## config.mk

```make
export PLATFORM = sky130hd
export DESIGN_NAME = hkv_ram
export DESIGN_NICKNAME = d
export VERILOG_FILES = /design/src/rtl/hkv_ram.sv
export SDC_FILE = /design/constraint.sdc
export NUM_CORES = 1
export LEC_CHECK = 0
export ABC_AREA = 0
export BUFFER_PORTS_ARGS = -buffer_cell sky130_fd_sc_hd__buf_2
export CAP_MARGIN = 20
export CORE_MARGIN = 1.5
export CORE_UTILIZATION = 40
export CTS_CLUSTER_SIZE = 24
export DETAILED_ROUTE_END_ITERATION = 8
export GPL_TIMING_DRIVEN = 0
export SLEW_MARGIN = 0
export SYNTH_ARGS = -nofsm -noshare
export SYNTH_HDL_FRONTEND = slang
export SYNTH_SLANG_ARGS = --single-unit
```

## constraint.sdc

```tcl
create_clock -name clk -period 2 [get_ports clk]
set_input_delay 0 -clock clk [delete_from_list [all_inputs] [get_ports clk]]
set_output_delay 0 -clock clk [all_outputs]
set_load 0.02 [all_outputs]
```

## src/rtl/hkv_ram.sv

```systemverilog
// Generic simple dual-port RAM with one write port and a registered read port.
// Stand-alone; sized by its width and depth parameters.
`timescale 1ns / 1ps

module hkv_ram #(
    parameter int WIDTH = 8,
    parameter int DEPTH = 16
) (
    input  logic                                      clk,
    input  logic                                      we,
    input  logic [((DEPTH > 1) ? $clog2(DEPTH) : 1)-1:0] waddr,
    input  logic [WIDTH-1:0]                          wdata,
    input  logic [((DEPTH > 1) ? $clog2(DEPTH) : 1)-1:0] raddr,
    output logic [WIDTH-1:0]                          rdata
);

    logic [WIDTH-1:0] mem [DEPTH];

    // Write port, and read data registered on every clock.
    always_ff @(posedge clk)
    begin
        if (we)
        begin
            mem[waddr] <= wdata;
        end
        rdata <= mem[raddr];
    end

endmodule

```

## After elaboration in Yosys (flattened, before gate mapping)

Memories as Yosys holds them, arrays and structs flattened. A register that Yosys moved wholly into a read port is not among the register bits.
Index checks and enable logic that the tools add are counted.

| operators by class | value |
|---|---|
| mux-type cells | 2 |

Operators by type and width:

| kind | number |
|---|---|
| $mux 1 | 2 |

| storage, ports and cells | value |
|---|---|
| memories | 1 |
| word-level logic and storage cells | 3 |
| input bits | 18 |
| flip-flop bits (word level) | 0 |
| memory bits (writable) | 128 |
| output and inout port bits | 8 |

Memory list:

| memory | depth | bits a word | rd ports | clocked after Yosys merged registers in | wr ports | line | RTL |
|---|---|---|---|---|---|---|---|
| mem | 16 | 8 | 1 | 1 | 1 | 17 | `logic [WIDTH-1:0] mem [DEPTH];` |

## Logic depth before layout (Yosys ltp)

| depth | value |
|---|---|
| depth after elaboration | 2 |
| mapped depth | 5 |
| depth with buffers taken out | 3 |

## Worst setup path after synthesis

No wires, ideal clock.

| timing | value |
|---|---|
| path type | input -> register |
| start point | in waddr[2] (netlist bit) |
| end point | mem mem[0][0] (enable) |
| stages | 2 |
| slack | 0.507 ns |
| data arrival time | 1.110 ns |
| path buffers | 0 |
| setup time | 0.383 ns |
| required time | 1.617 ns |
| cell sequence | or3b_2 nor3_1 |

RTL lines:

| item | line | RTL |
|---|---|---|
| start, declared | 11 | `input logic [((DEPTH > 1) ? $clog2(DEPTH) : 1)-1:0] waddr,` |
| end, declared | 17 |  |

Straight into the memory's write port.

==> impl_metrics.tcl <==
set metrics [dict create \
    status "finished clean" \
    cp-startpoint "mem[15][7]" \
    diodes 0 \
    worstHoldStart "wdata[3]" \
    crit_path_end_kind "register" \
    ant_nets 0 \
    ctsLongestPathBuffers 2 \
    die_h_um 116.4 \
    fin_tns_setup_ns 0 \
    htree_levels 4 \
    synth_cells 229 \
    fin_skew_ns 0.007198 \
    power_mw 6.756 \
    ys_ff_latch 136 \
    power.density_nw_per_um2 1088 \
    grt-ovfl-total 0 \
    layout-drive-gt1-share 0.2939 \
    rows 41 \
    maxCapViolations 0 \
    ios 26 \
    worst_pin_slew_ns 0.8576 \
    root_buffer "clkbuf_16" \
    netlist_area_um2 5147 \
    hold_violations 0 \
    multi_input_area_um2 1057 \
    dpl.hpwl_um 6283 \
    worstHoldPathType "input pin to register" \
    numCtsBuffers 17 \
    synth_edf_count 128 \
    ys_top_cells_by_area "edfxtp_1 75%, mux4_2 7.9%, mux4_1 7.1%, dfxtp_1 3.1%, a22oi_1 2.3%" \
    setup_viol 0 \
    synth-main-ff-cell "edfxtp_1" \
    relSlewSlack 0.4262 \
    leakage_nw 2.099 \
    clock_sinks 136 \
    dr.pass1.iters 4 \
    syn_to_final_growth_pct 20.61 \
    vias 2357 \
    yosys-top-cells-count "128 x edfxtp_1, 18 x mux4_2, 16 x a22oi_1" \
    fin_crit_sh 0.7141 \
    routedWlPerCell_um 20.80 \
    placedInstanceArea_um2 5510 \
    peakVddDrop_v 0.0005235 \
    cts-resized-gates 0 \
    cp_max_fo 1 \
    antenna_found_initial 0 \
    layout_min_cycle_time_ns 1.428 \
    crit_required_ns 2.27 \
    clk_pin_slew_ns 0.05 \
    gp_routability_congestion 0.7036 \
    port_buffers 24 \
    worstPathArrival_ns 1.70 \
    core-area_um2 12570 \
    cts_tree "done" \
    fin_area_um2 6208 \
    grt_max_degree 17 \
    post-place-ws_ns 0.2908 \
    synth_nets 247 \
    fill_cells 1028 \
    synth_seq_area_share 0.7778 \
    drc 0 \
    worst_skew_pair.late_latency_ns 0.41 \
    fmax_mhz 700.1 \
    grt_util_all_layers 0.1602 \
    fp.dieW_um 116.4 \
    rr_startpoint "mem[15][7]" \
    yosysMostFrequentCell "edfxtp_1" \
    synth.largest_area_cell "edfxtp_1" \
    ys_types 19 \
    path_class "register to register" \
    drt_wl_total_um 9733 \
    grt_pass1_vias 2412 \
    async_flop_share 0 \
    start_util 0.4096 \
    setup_slack_ns 0.5717 \
    rsz0062_at_grt "false" \
    vias_per_cell 5.036 \
    syn_area_per_cell_um2 22.48 \
    dieArea_um2 13560 \
    grt_first_pass_wirelength_um 14410 \
    synth_top_cell_area_share 0.7467 \
    drtIter0Drc 103 \
    start_kind "register" \
    fin_nets 301 \
    drv_slew 0 \
    regArea_um2 4004 \
    yosys_warnings 0 \
]
## final cells by class
cell class	count	share of cell area
flip-flops and latches	136	0.6449
clock buffers	25	0.08303
repair buffers	35	0.03507
well taps	172	0.03466
clock inverters	7	0.01814
plain buffers	10	0.01391
multi-input cells	83	0.1703
## routing by layer
metal,GRT usage,wire [um],vias to the layer above
li1,-,-,1079
met1,0.2124,4311,1204
met2,0.2569,4783,57
met3,0.03010,419,17
met5,0,0,-
met4,0.08049,218,0
## kinds of logic after synthesis
family          share of synthesized area
flops                              0.7778
buf+inv                           0.01677
compound gates                    0.02334
simple gates                      0.03184
mux                                0.1502
## critical path, stage by stage (launching register included)
cell and delay [ns]:
edfxtp_1 0.36, mux4_2 0.51, a22oi_1 0.28, nand2_1 0.13
## cells in the final DEF (no fill, tap or decap)
cell type and instances:
edfxtp_1 128, buf_2 28, mux4_2 18, clkbuf_16 17
a22oi_1 16, mux4_1 14, nor2_1 13, nand2_1 9
dfxtp_1 8, dlygate4sd3_1 7, clkbuf_8 6, buf_4 4
nor3_1 4, buf_6 3, clkdlybuf4s25_2 3, bufinv_16 3
clkinv_2 3, nand3b_1 2, nand2b_1 2, clkbuf_1 2
nor2b_1 1, and2_1 1, and2b_1 1, nand3_1 1
or3b_2 1, clkinvlp_4 1
## metrics by stage
step	hold WS [ns]	util	std cells
5_1_grt	0.01273	0.4940	468
3_3_place_gp	0.3969	0.4362	425
2_1_floorplan	0.09887	-	229
6_report	0.01249	0.4940	468
4_1_cts	0.001839	0.4940	468
3_5_place_dp	0.4164	0.4384	429
## what timing repair did
item / in CTS / in global routing
setup buffers: 0 / 0
hold buffers: 7 / 0
hold endpoints to repair: 87 / 0
## sequential cells by signal, indices dropped and copies added (netlist names)
name   cells
mem      128
rdata      8
## power breakdown
group / internal [mW] / total, mW / switching (mW) / leakage (nW)
sequential: 3.19 / 3.20 / 0.0135 / 1.22
clock: 2.15 / 3.22 / 1.07 / 0.309
combinational: 0.137 / 0.336 / 0.199 / 0.566
## path summary, 6_finish.rpt
check / to / slack (ns) / cells past startpoint
max: rdata[7] / 0.57 / 3
min: mem[2][3] / 0.01 / 1
max reg2reg: rdata[7] / 0.57 / 3
min reg2reg: rdata[1] / 0.69 / 3
Note: power is estimated with default switching activity, not from simulation.
