===== config.mk =====
export PLATFORM = sky130hd
export DESIGN_NAME = hkv_mod_unit
export DESIGN_NICKNAME = d
export VERILOG_FILES = /design/src/rtl/hkv_pkg.sv /design/src/rtl/hkv_mod_unit.sv
export SDC_FILE = /design/constraint.sdc
export NUM_CORES = 1
export LEC_CHECK = 0
export BUFFER_PORTS_ARGS = -buffer_cell sky130_fd_sc_hd__buf_2
export CAP_MARGIN = 20
export CORE_ASPECT_RATIO = 0.6
export CORE_MARGIN = 2
export CORE_UTILIZATION = 37
export CTS_CLUSTER_DIAMETER = 120
export DETAILED_ROUTE_END_ITERATION = 16
export HOLD_SLACK_MARGIN = 0.03
export PLACE_DENSITY_LB_ADDON = 0.08
export SLEW_MARGIN = 20
export SYNTH_ARGS = -nofsm -noshare
export SYNTH_HDL_FRONTEND = slang
export SYNTH_SLANG_ARGS = --single-unit

===== constraint.sdc =====
create_clock -name clk -period 7.75 [get_ports clk]
set_clock_uncertainty 0.15 [all_clocks]
set_input_delay 0.3875 -clock clk [delete_from_list [all_inputs] [get_ports clk]]
set_output_delay 0.3875 -clock clk [all_outputs]
set_load 0.005 [all_outputs]

===== src/rtl/hkv_pkg.sv =====
// Package for the hashed key-value store: sizes, codes and shared types.
// Has no dependencies; every other file of the block but hkv_ram imports it.
`timescale 1ns / 1ps

package hkv_pkg;

    // Table geometry.
    localparam int BUCKETS          = 10;
    localparam int SLOTS_PER_BUCKET = 8;
    localparam int TOTAL_SLOTS      = BUCKETS * SLOTS_PER_BUCKET;

    // Field widths.
    localparam int MODE_W   = 2;
    localparam int KEY_W    = 31;
    localparam int VALUE_W  = 32;
    localparam int STATUS_W = 3;

    // Derived widths.
    localparam int BUCKET_W = (BUCKETS > 1) ? $clog2(BUCKETS) : 1;
    localparam int SLOT_W   = (SLOTS_PER_BUCKET > 1) ? $clog2(SLOTS_PER_BUCKET) : 1;
    localparam int ADDR_W   = (TOTAL_SLOTS > 1) ? $clog2(TOTAL_SLOTS) : 1;
    localparam int ENTRY_W  = KEY_W + VALUE_W;

    // Reciprocal for the bucket index: quotient = (key * MOD_MAGIC) >> MOD_SHIFT,
    // exact for every key of KEY_W bits.
    localparam int MOD_SHIFT = KEY_W + $clog2(BUCKETS);
    localparam int MAGIC_W   = KEY_W + 1;
    localparam int PROD_W    = KEY_W + MAGIC_W;
    localparam int QUOT_W    = PROD_W - MOD_SHIFT;
    localparam logic [MAGIC_W-1:0] MOD_MAGIC =
        MAGIC_W'(((64'd1 << MOD_SHIFT) + 64'(BUCKETS) - 64'd1) / 64'(BUCKETS));

    // Request modes.
    localparam logic [MODE_W-1:0] MODE_INSERT = 2'd0;
    localparam logic [MODE_W-1:0] MODE_FIND   = 2'd1;
    localparam logic [MODE_W-1:0] MODE_DELETE = 2'd2;
    localparam logic [MODE_W-1:0] MODE_UNUSED = 2'd3;

    // Response status codes.
    localparam logic [STATUS_W-1:0] ST_INSERTED  = 3'd0;
    localparam logic [STATUS_W-1:0] ST_UPDATED   = 3'd1;
    localparam logic [STATUS_W-1:0] ST_FOUND     = 3'd2;
    localparam logic [STATUS_W-1:0] ST_DELETED   = 3'd3;
    localparam logic [STATUS_W-1:0] ST_NOT_FOUND = 3'd4;
    localparam logic [STATUS_W-1:0] ST_FULL      = 3'd5;

    // Request to the remainder unit.
    typedef struct packed {
        logic             start;
        logic [KEY_W-1:0] key;
    } mod_req_t;

    // Answer of the remainder unit.
    typedef struct packed {
        logic                done;
        logic [BUCKET_W-1:0] rem;
    } mod_rsp_t;

endpackage


===== src/rtl/hkv_mod_unit.sv =====
// Remainder unit: key modulo the bucket count by reciprocal multiplication, in stages.
// Depends on hkv_pkg for widths, the reciprocal constants and the request and answer structs.
`timescale 1ns / 1ps

module hkv_mod_unit import hkv_pkg::*; (
    input  logic     clk,
    input  logic     rst_n,
    input  mod_req_t req,
    output mod_rsp_t rsp
);

    logic                busy_reg;
    logic                sub_reg;
    logic                done_reg;
    logic [KEY_W-1:0]    key_reg;
    logic [QUOT_W-1:0]   quot_reg;
    logic [BUCKET_W-1:0] rem_reg;
    logic [PROD_W-1:0]   product;
    logic [BUCKET_W-1:0] rem_next;

    // Quotient from a 31 by 32 bit product, remainder by subtracting quotient times buckets.
    always_comb
    begin
        product  = PROD_W'(key_reg) * PROD_W'(MOD_MAGIC);
        rem_next = BUCKET_W'(key_reg - KEY_W'(quot_reg) * KEY_W'(BUCKETS));
    end

    // Staged sequence: multiply, then subtract, then report.
    always_ff @(posedge clk or negedge rst_n)
    begin
        if (!rst_n)
        begin
            busy_reg <= 1'b0;
            sub_reg  <= 1'b0;
            done_reg <= 1'b0;
            key_reg  <= '0;
            quot_reg <= '0;
            rem_reg  <= '0;
        end
        else
        begin
            busy_reg <= req.start;
            sub_reg  <= busy_reg;
            done_reg <= sub_reg;
            if (req.start)
            begin
                key_reg <= req.key;
            end
            if (busy_reg)
            begin
                quot_reg <= product[PROD_W-1:MOD_SHIFT];
            end
            if (sub_reg)
            begin
                rem_reg <= rem_next;
            end
        end
    end

    assign rsp.done = done_reg;
    assign rsp.rem  = rem_reg;

    // A reported remainder is always below the bucket count.
    a_rem_range: assert property (@(posedge clk) disable iff (!rst_n)
        done_reg |-> ({1'b0, rem_reg} < (BUCKET_W + 1)'(BUCKETS)))
        else $error("remainder out of range");

    // At most one stage is active at a time.
    a_stages: assert property (@(posedge clk) disable iff (!rst_n)
        $onehot0({busy_reg, sub_reg, done_reg}))
        else $error("remainder stages overlap");

    // The unit is never restarted in the middle of a key.
    a_no_restart: assert property (@(posedge clk) disable iff (!rst_n)
        (busy_reg || sub_reg) |-> !req.start)
        else $error("remainder unit restarted while busy");

endmodule


# Yosys cells after proc, flatten, opt, wreduce, memory -nomap -nowiden
# Index checks and enable logic that the tools add are counted.
dict set report word_totals {
  regBits 66
  input_bits 34
}
dict set report classes {
  n_mul 2
  n_addsub 1
}
# op count
set ops {}
lappend ops {{multiplier 31 x 32 -> 63 bit, second input constant} 1}
lappend ops {{multiplier 28 x 3 -> 3 bit, second input constant} 1}
lappend ops {{subtractor 4 bit} 1}

# Longest topological paths before layout
# Gate-level depths: netlist of the first run.
dict set report depth {
  word_depth 2
  depth_mapped 23
  depth_no_buf 23
}

# Worst setup path after synthesis of the first run
# Ideal clock, no wire load.
dict set report synth_timing {
  path_type {register -> register}
  startpoint {register key_reg[5]}
  endpoint {register quot_reg[2]}
  setup_slack_ps 1405
  stages_incl_launch_ff 20
  path_buffers 0
  arrival_ps 6113
  required_time_ps 7518
  path_cell_list {dfrtp_1 -> inv_1 -> ha_1 -> fa_1 -> fa_1 -> fa_1 -> inv_1 -> fa_1 -> fa_1 -> fa_1 -> inv_1 -> fa_1 -> inv_1 -> ha_1 -> a21oi_1 -> o21ai_1 -> o21ai_0 -> a31oi_4 -> or3_1 -> a31oi_1}
}
dict set report synth_via {
  elab_chain_len 1
}
# item line_no
set synth_rtl {}
lappend synth_rtl {{start, declared} hkv_mod_unit.sv:15} ;# logic [KEY_W-1:0] key_reg;
lappend synth_rtl {{start signal, assigned} hkv_mod_unit.sv:47} ;# key_reg <= req.key;
lappend synth_rtl {{multiplier 31 x 32 -> 63 bit} hkv_mod_unit.sv:24} ;# product = PROD_W'(key_reg) * PROD_W'(MOD_MAGIC);
lappend synth_rtl {{end signal, assigned} hkv_mod_unit.sv:51} ;# quot_reg <= product[PROD_W-1:MOD_SHIFT];
lappend synth_rtl {{end, declared} hkv_mod_unit.sv:16} ;# logic [QUOT_W-1:0] quot_reg;
# No other way between the ends.
# A chain may end at the register's enable or synchronous reset.

# Worst setup path after layout of the first run
dict set report layout_timing {
  startpoint {register key_reg[11]}
  endpoint {register quot_reg[1]}
}
# The elaborated chain is that of the path after synthesis.

==> out/summary.txt, run 1 <==
status -> finished clean
CTS tree -> built
Synth area leader -> fa_1
Ant. Diodes -> 0
GR Util All Layers -> 19.4%
most used cell along the critical path -> fa_1
CTS sink cnt -> 41
Cells after Synth -> 851
# rows -> 44
WP data arrival -> 6.93 ns
slowest CP cell -> fa_1
FMAX -> 145 MHz
Port Buffers -> 38
Synth async-reset ratio -> 100%
Synth area leaders -> fa_1 38%, ha_1 26%, dfrtp_1 11%, inv_1 11%, mux2_2 2.5%
total gr overflow -> 0
first-pass GRT wire length -> 36.1 mm
initial core utilization -> 37.6%
fillers -> 2452
Clk Latency, worst-skew pair -> 0.31 ns
# Post-CTS Setup Buffers -> 0
instance area at placement -> 0.00964 sq mm
drt first-iter violations -> 372
YS warnings -> 0
Max Cap Viol -> 0
#FFs+latches synth -> 41
Fin Setup TNS -> 0 ns
die area -> 0.0258 sq mm
CTS resizes -> 0
WP buf/inv -> 4
share of cells above drive strength 1 -> 8.07%
Critical Path RT -> 7.80 ns
vias after detailed routing -> 5566
Post-synth EDFFs -> 0
Die Width -> 206 um
vias in the first global route -> 5859
HP Start -> req[25]
crit-path leading delay family -> adder cells
H-Tree Depth -> 2
synthesized cell area -> 0.00907 sq mm
Largest register FFs -> 31
largest net degree at the start of global routing -> 45
fin crit share -> 88.7%
post-route ant nets -> 0
dominant register cell in the synthesized netlist -> dfrtp_1
distinct cell type count after synthesis -> 42
vias per inst -> 4.58
share of the synthesized area in the top cell type -> 38.4%
Max-slew headroom -> 38.7%
Layout area overhead -> 8.04%
pin slew with the least headroom to its limit -> 0.920 ns
critical path startpoint category -> flop
register area share after synthesis -> 11.3%
Final Max Tran Viols -> 0
drt wl/cell -> 19.1 um
Syn Nets -> 1248
number of remaining DRC errors -> 0
Root Buffer -> clkbuf_16
slowest stage delay, CP -> 0.65 ns
Reg2Reg Depth -> 19
worst reg2reg setup slack -> 0.88 ns
min Tclk post-route -> 6.87 ns
die extent in y -> 125 um
Detail Placement HPWL -> 21.0 mm
clk buf depth -> 2
Final Cell Area -> 0.00980 sq mm
Worst Hold Depth -> 3
initial antenna violation count -> 0
Final Hold Fails -> 0
nets -> 1288
# IOs -> 39
GP Congestion -> 0.831
Syn Area/Cell -> 10.7 sq um
CORE AREA -> 0.0241 sq mm
number of buffers created by CTS -> 5
Reg-to-Reg End -> quot_reg[1]
WS Path Type -> reg2reg
worst r2r src -> key_reg[11]
router iterations before antenna repair -> 4
Hold WC Path Type -> in2reg
Worst-path clk slew -> 0.07 ns
CP Max Fanout -> 4
Routed WL -> 23.2 mm
Critical Path End Type -> flop
unrepaired setup endpoints after global routing -> no
CP Cell Sequence -> inv_1 > ha_1 > fa_1 > fa_1 > inv_1 > fa_1 > fa_1 > fa_1 > fa_1 > inv_1 > fa_1 > inv_1 > ha_1 > nand4_1 > nor3_2 > nand2_1 > a311oi_1 > nor4_1 > o31ai_1
hold endpoint -> key_reg[25]
Setup-failing EPs final -> 0
[metal layers]
layer  up-vias  share of wire (%)  global-route usage [%]
met5         -                  0                       0
met4         0               0.37                    2.02
met3         5                5.6                    3.88
met2       107                 32                    21.4
met1      2743                 62                    36.4
li1       2711                  -                       -
[repair_timing]
item                                    4_1_cts  5_1_grt
endpoints found under the setup margin        0        0
hold endpoints to repair                      0       41
hold buffers                                  0        1
[final cells by class]
class / instances / area, sq um / area share [%]
multi-input combinational: 533 / 7000 / 71.4
sequential: 41 / 1030 / 10.5
inverter: 270 / 1010 / 10.3
tap: 322 / 403 / 4.11
timing repair buffer: 40 / 210 / 2.14
clock buffer: 5 / 125 / 1.28
clock inverter: 3 / 21.3 / 0.217
[worst reg2reg max path: stages (launching register included)]
cell and delay [ns]:
dfrtp_1 0.41, inv_1 0.09, ha_1 0.32, fa_1 0.54, fa_1 0.65, inv_1 0.16
fa_1 0.47, fa_1 0.62, fa_1 0.46, fa_1 0.54, inv_1 0.05, fa_1 0.53
inv_1 0.04, ha_1 0.31, nand4_1 0.20, nor3_2 0.35, nand2_1 0.13, a311oi_1 0.42
nor4_1 0.09, o31ai_1 0.25
[synthesized netlist by cell type, types with 2 or more instances]
library cell  count
inv_1           270
ha_1            189
fa_1            174
dfrtp_1          41
nand2_1          23
a21oi_1          20
mux2_2           20
o21ai_0          17
xnor2_1          12
nand3_1          10
nor2_1            9
nand4_1           7
xor2_1            7
clkbuf_1          6
o21ai_1           5
a21o_1            4
mux2i_1           3
o21a_1            3
a211oi_1          2
a31oi_1           2
nor4_1            2
o211ai_1          2
o22ai_1           2
o31a_1            2
xnor2_2           2
[kinds of logic after synthesis]
family	count (synthesis)	share of synthesized area [%]
buffers and inverters	277	11.5
adders and majority gates	363	64.5
xor gates and xnor gates	21	2.19
and+or+nand+nor	57	2.95
DFF	41	11.3
muxes	23	2.81
AOI/OAI and AO/OA	69	4.77
[placed cells by master (no fill, tap or decap), types with 2 or more instances in the layout]
cell type / instances
buf_2: 37
xor2_1: 7
nor4_1: 2
o21ai_0: 17
xnor2_2: 2
a211oi_1: 2
mux2i_1: 3
clkbuf_16: 5
o31a_1: 2
dfrtp_1: 41
nor2_1: 9
nand3_1: 10
mux2_2: 20
a31oi_1: 2
o211ai_1: 2
xnor2_1: 12
buf_4: 2
nand2_1: 23
inv_1: 270
o21ai_1: 5
fa_1: 174
ha_1: 189
o21a_1: 3
nand4_1: 7
a21oi_1: 20
o22ai_1: 2
a21o_1: 4
[worst max-delay path by stage]
stage                      startpoint  slack [ns]  cells after the start     endpoint
after CTS                 key_reg[20]        0.85                     21  quot_reg[1]
after detailed placement  key_reg[20]        0.91                     21  quot_reg[1]
after global placement    key_reg[16]        1.02                     19  quot_reg[1]
after floorplan            key_reg[5]        1.41                     19  quot_reg[2]
after global routing      key_reg[20]        0.55                     21  quot_reg[1]
final                     key_reg[11]        0.88                     19  quot_reg[1]
[stage by stage]
| step | cells | utilization (%) | setup WS, ns | hold WS, ns |
|---|---|---|---|---|
| 5_1_grt | 1214 | 40.6 | 0.547 | 0.137 |
| 4_1_cts | 1213 | 40.6 | 0.849 | 0.125 |
| 2_1_floorplan | 851 | - | 1.41 | -0.0581 |
| 6_report | 1214 | 40.6 | 0.876 | 0.134 |
| 3_3_place_gp | 1205 | 40.0 | 1.02 | 0.338 |
| 3_5_place_dp | 1205 | 40.0 | 0.911 | 0.348 |
Power of run 1 is not shown: default switching activity piles up to over one toggle a cycle in this logic, so the estimate is an artifact.
==> run 2, diff against run 1 <==
CTS_BUF_LIST = sky130_fd_sc_hd__clkbuf_4 sky130_fd_sc_hd__clkbuf_8 sky130_fd_sc_hd__clkbuf_16   (was default)
PLACE_DENSITY_LB_ADDON = default   (was 0.08)
==> out/summary.txt, run 2 (same netlist as run 1, synthesis figures left out) <==
Critical Path End Type -> flop
WP buf/inv -> 6 (+2)
H-Tree Depth -> 2 (unchanged)
Max-slew headroom -> 39.2% (+0.51 points)
CTS sink cnt -> 41 (unchanged)
vias in the first global route -> 6118 (+4.4%)
Ant. Diodes -> 0 (unchanged)
CP Cell Sequence -> inv_1 > ha_1 > inv_1 > fa_1 > fa_1 > fa_1 > inv_1 > fa_1 > inv_1 > fa_1 > fa_1 > inv_1 > fa_1 > inv_1 > ha_1 > nand4_1 > nor3_2 > nand2_1 > a311oi_1 > nor4_1 > o31ai_1
slowest stage delay, CP -> 0.70 ns (+0.05 ns)
die area -> 0.0258 sq mm (unchanged)
fillers -> 2371 (-3.3%)
Max Cap Viol -> 0 (unchanged)
Port Buffers -> 38 (unchanged)
Routed WL -> 23.0 mm (-0.51%)
setup ws final -> 0.926 ns (+0.0499 ns)
placed insts -> 1205 (unchanged)
crit-path leading delay family -> adder cells
GR Util met1 -> 32.9% (-3.5 points)
Die Width -> 206 um (unchanged)
Worst-path clk slew -> 0.09 ns (+0.02 ns)
FMAX -> 147 MHz (+0.73%)
nets -> 1288 (unchanged)
pin slew with the least headroom to its limit -> 0.913 ns (-0.00767 ns)
initial antenna violation count -> 0 (unchanged)
Critical Path RT -> 7.82 ns (+0.02 ns)
share of cells above drive strength 1 -> 8.07% (unchanged)
CTS tree -> built
number of buffers created by CTS -> 5 (unchanged)
CORE AREA -> 0.0241 sq mm (unchanged)
met2 usage -> 21.0% (-0.39 points)
# IOs -> 39 (unchanged)
Detail Placement HPWL -> 20.7 mm (-1.4%)
unrepaired setup endpoints after global routing -> no
GR Util All Layers -> 19.3% (-0.083 points)
vias per inst -> 4.83 (+5.4%)
min Tclk post-route -> 6.82 ns (-0.0499 ns)
Final Hold Fails -> 0 (unchanged)
Hold WC Path Type -> in2reg
CP Max Fanout -> 4 (unchanged)
router iterations before antenna repair -> 4 (unchanged)
slowest CP cell -> fa_1
Final Max Tran Viols -> 0 (unchanged)
WS Path Type -> reg2reg
status -> finished clean
total gr overflow -> 0 (unchanged)
Root Buffer -> clkbuf_16
gr busiest metal -> met1
die extent in y -> 125 um (unchanged)
drt first-iter violations -> 401 (+7.8%)
Clk Latency, worst-skew pair -> 0.31 ns (about the same)
worst reg2reg setup slack -> 0.93 ns (+0.05 ns)
most frequent cells in the layout -> 270 x inv_1, 189 x ha_1, 174 x fa_1, 41 x dfrtp_1, 37 x buf_2
WP data arrival -> 6.90 ns (-0.03 ns)
GP Congestion -> 0.963 (+16%)
first-pass GRT wire length -> 36.3 mm (+0.48%)
Setup-failing EPs final -> 0 (unchanged)
clk buf depth -> 2 (unchanged)
final std cells w/o fill -> 1214 (unchanged)
most used cell along the critical path -> fa_1
GR Util met3 -> 9.38% (+5.5 points)
Placement Setup Slack -> 0.974 ns (+0.0632 ns)
# rows -> 44 (unchanged)
initial core utilization -> 37.6% (unchanged)
number of remaining DRC errors -> 0 (unchanged)
Layout area overhead -> 8.12% (about the same)
post-route ant nets -> 0 (unchanged)
fin crit share -> 88.1% (-0.64 points)
critical path startpoint category -> flop
Largest register FFs -> 31 (unchanged)
vias after detailed routing -> 5868 (+5.4%)
drt wl/cell -> 19.0 um (-0.51%)
# Post-CTS Setup Buffers -> 0 (unchanged)
commonest non-fill, non-tap cell in the layout -> inv_1
largest net degree at the start of global routing -> 45 (unchanged)
final core utilization -> 40.7% (about the same)
Fin Setup TNS -> 0 ns (unchanged)
## run 2: metrics by stage
stage          cell area [sq um]  hold slack, ns
3_5_place_dp                9640           0.352
4_1_cts                     9800           0.123
3_3_place_gp                9640           0.362
6_report                    9810           0.130
2_1_floorplan               9070         -0.0581
5_1_grt                     9810           0.134
## run 2: worst paths after layout
kind,start,end,cells past startpoint
min in group asynchronous,rst_n,key_reg[20],2
worst max register to register,key_reg[20],quot_reg[1],21
worst min register to register,rem_reg[0],rem_reg[0],1
max in group asynchronous,rst_n,key_reg[2],2
worst max-delay path,key_reg[20],quot_reg[1],21
worst min-delay path,req[25],key_reg[25],3
## run 2: routing by layer
layer / share of wire, % / up-vias
li1: - / 2709
met1: 55 / 2927
met2: 31 / 226
met3: 14 / 6
met4: 0.46 / 0
met5: 0 / -
## run 2: cell type report
class	instances	area, sq um	area share [%]
Clock inverter	3	28.8	0.293
Inverter	270	1010	10.3
Clock buffer	5	125	1.28
Sequential cell	41	1030	10.5
Timing Repair Buffer	40	210	2.14
Tap cell	322	403	4.11
Multi-Input combinational cell	533	7000	71.4
## run 2: tightest hold or removal path: stages
cell and delay (ns):
buf_2 0.07, nand2_1 0.04, o21ai_0 0.06
## run 2: what timing repair did
action / 4_1_cts / 5_1_grt
hold buffers: 0 / 1
gates resized for setup: 0 / 0
hold endpoints to repair: 0 / 41
Power of run 2 is left out for the same reason.
==> run 3, diff against run 2 <==
CORE_MARGIN = default   (was 2)
PLACE_DENSITY = 0.62   (was default)
==> out/summary.txt, run 3 (same netlist as run 1, synthesis figures left out) <==
Routed WL -> 22.9 mm (-0.68%)
Reg2Reg Depth -> 19 (-9.5%)
met2 usage -> 21.4% (+0.48 points)
Multi-input gate area -> 0.00700 sq mm (unchanged)
vias per inst -> 4.81 (-0.55%)
commonest non-fill, non-tap cell in the layout -> inv_1
Clk Latency, worst-skew pair -> 0.32 ns (about the same)
Max-slew headroom -> 36.0% (-3.2 points)
Worst-path clk slew -> 0.08 ns (about the same)
most frequent cells in the layout -> 270 x inv_1, 189 x ha_1, 174 x fa_1, 41 x dfrtp_1, 37 x buf_2
clk buf depth -> 2 (unchanged)
Worst Hold Depth -> 3 (unchanged)
Critical Path RT -> 7.82 ns (about the same)
HP Start -> req[23]
die extent in y -> 123 um (-1.6%)
Setup-failing EPs final -> 0 (unchanged)
GR Util met3 -> 10.4% (+0.97 points)
Hold WC Path Type -> in2reg
CTS resizes -> 0 (unchanged)
Final Max Tran Viols -> 0 (unchanged)
die area -> 0.0252 sq mm (-2.6%)
WP data arrival -> 6.94 ns (+0.04 ns)
largest net degree at the start of global routing -> 45 (unchanged)
GR Util met1 -> 31.9% (-0.99 points)
Layout area overhead -> 8.03% (about the same)
GR Util All Layers -> 19.5% (+0.15 points)
Detail Placement HPWL -> 20.6 mm (-0.64%)
fin crit share -> 88.7% (+0.61 points)
number of buffers created by CTS -> 5 (unchanged)
Max Cap Viol -> 0 (unchanged)
most used cell along the critical path -> fa_1
post-route ant nets -> 0 (unchanged)
H-Tree Depth -> 2 (unchanged)
slowest stage delay, CP -> 0.65 ns (-0.05 ns)
drt first-iter violations -> 351 (-12%)
Final Hold Fails -> 0 (unchanged)
initial core utilization -> 38.5% (+0.87 points)
# rows -> 43 (-2.3%)
gr busiest metal -> met1
router iterations before antenna repair -> 5 (+1)
unrepaired setup endpoints after global routing -> no
Root Buffer -> clkbuf_16
GP Congestion -> 0.948 (-1.6%)
vias in the first global route -> 6140 (+0.36%)
nets -> 1288 (unchanged)
critical path depth -> 19 (-9.5%)
crit-path leading delay family -> adder cells
vias after detailed routing -> 5802 (-1.1%)
Critical Path End Type -> flop
drt wl/cell -> 19.0 um (-0.10%)
CTS tree -> built
Largest register FFs -> 31 (unchanged)
Die Width -> 204 um (-0.97%)
min Tclk post-route -> 6.87 ns (+0.0475 ns)
number of remaining DRC errors -> 0 (unchanged)
Register Area -> 0.00103 sq mm (unchanged)
FMAX -> 146 MHz (-0.69%)
CP Max Fanout -> 6 (+2)
# IOs -> 39 (unchanged)
Fin Setup TNS -> 0 ns (unchanged)
Ant. Diodes -> 0 (unchanged)
slowest CP cell -> fa_1
CORE AREA -> 0.0236 sq mm (-2.3%)
CTS sink cnt -> 41 (unchanged)
worst r2r src -> key_reg[16]
total gr overflow -> 0 (unchanged)
fillers -> 2315 (-2.4%)
initial antenna violation count -> 1 (+1)
Port Buffers -> 38 (unchanged)
CP Cell Sequence -> ha_1 > fa_1 > fa_1 > fa_1 > inv_1 > fa_1 > inv_1 > fa_1 > fa_1 > inv_1 > fa_1 > inv_1 > ha_1 > nand4_1 > nor3_2 > nand2_1 > a311oi_1 > nor4_1 > o31ai_1
share of cells above drive strength 1 -> 8.07% (unchanged)
critical path startpoint category -> flop
first-pass GRT wire length -> 35.5 mm (-2.2%)
status -> finished clean
WS Path Type -> reg2reg
crit path launch -> key_reg[16]
pin slew with the least headroom to its limit -> 0.960 ns (+0.0473 ns)
WP buf/inv -> 4 (-2)
## run 3: cell counts in the layout (fill, tap and decap cells not counted)
No cell type changed its count.
## run 3: area by class of cell
type / instances / share of cell area (%)
Sequential cell: 41 / 10.5
Tap cell: 315 / 4.02
Multi-Input combinational cell: 533 / 71.5
Clock buffer: 5 / 1.28
Inverter: 270 / 10.3
Timing Repair Buffer: 40 / 2.14
Clock inverter: 3 / 0.294
## run 3: final timing paths
path | to | slack [ns]
max in group asynchronous | quot_reg[1] | 6.56
hold reg to reg | rem_reg[0] | 0.38
setup reg to reg | quot_reg[1] | 0.88
hold / removal | key_reg[23] | 0.13
min in group asynchronous | key_reg[16] | 0.48
setup / recovery | quot_reg[1] | 0.88
## run 3: worst min-delay path, cell delays in order
cell and delay, ns:
buf_2 0.07, nand2_1 0.04, o21ai_0 0.06
## run 3: repair_timing
item	CTS	global route
setup buffers	0	0
hold buffers	0	1
setup endpoints to repair	0	0
hold endpoints to repair	0	41
## run 3: stage by stage
stage          worst slack, ns  hold slack (ns)  area [sq um]  cells  util (%)
2_1_floorplan             1.41          -0.0581          9070    851         -
3_5_place_dp             0.938            0.361          9630   1198      40.9
6_report                 0.878            0.132          9800   1207      41.6
3_3_place_gp              1.06            0.360          9630   1198      40.9
4_1_cts                  0.923            0.130          9790   1206      41.5
5_1_grt                  0.604            0.148          9800   1207      41.6
## run 3: per-layer routing
layer | share of wire [%] | routed length [um] | vias to the layer above
li1 | - | - | 2698
met1 | 54 | 12300 | 2873
met2 | 31 | 7180 | 219
met3 | 14 | 3280 | 12
met4 | 0.42 | 95 | 0
met5 | 0 | 0 | -
Power of run 3 is left out for the same reason.
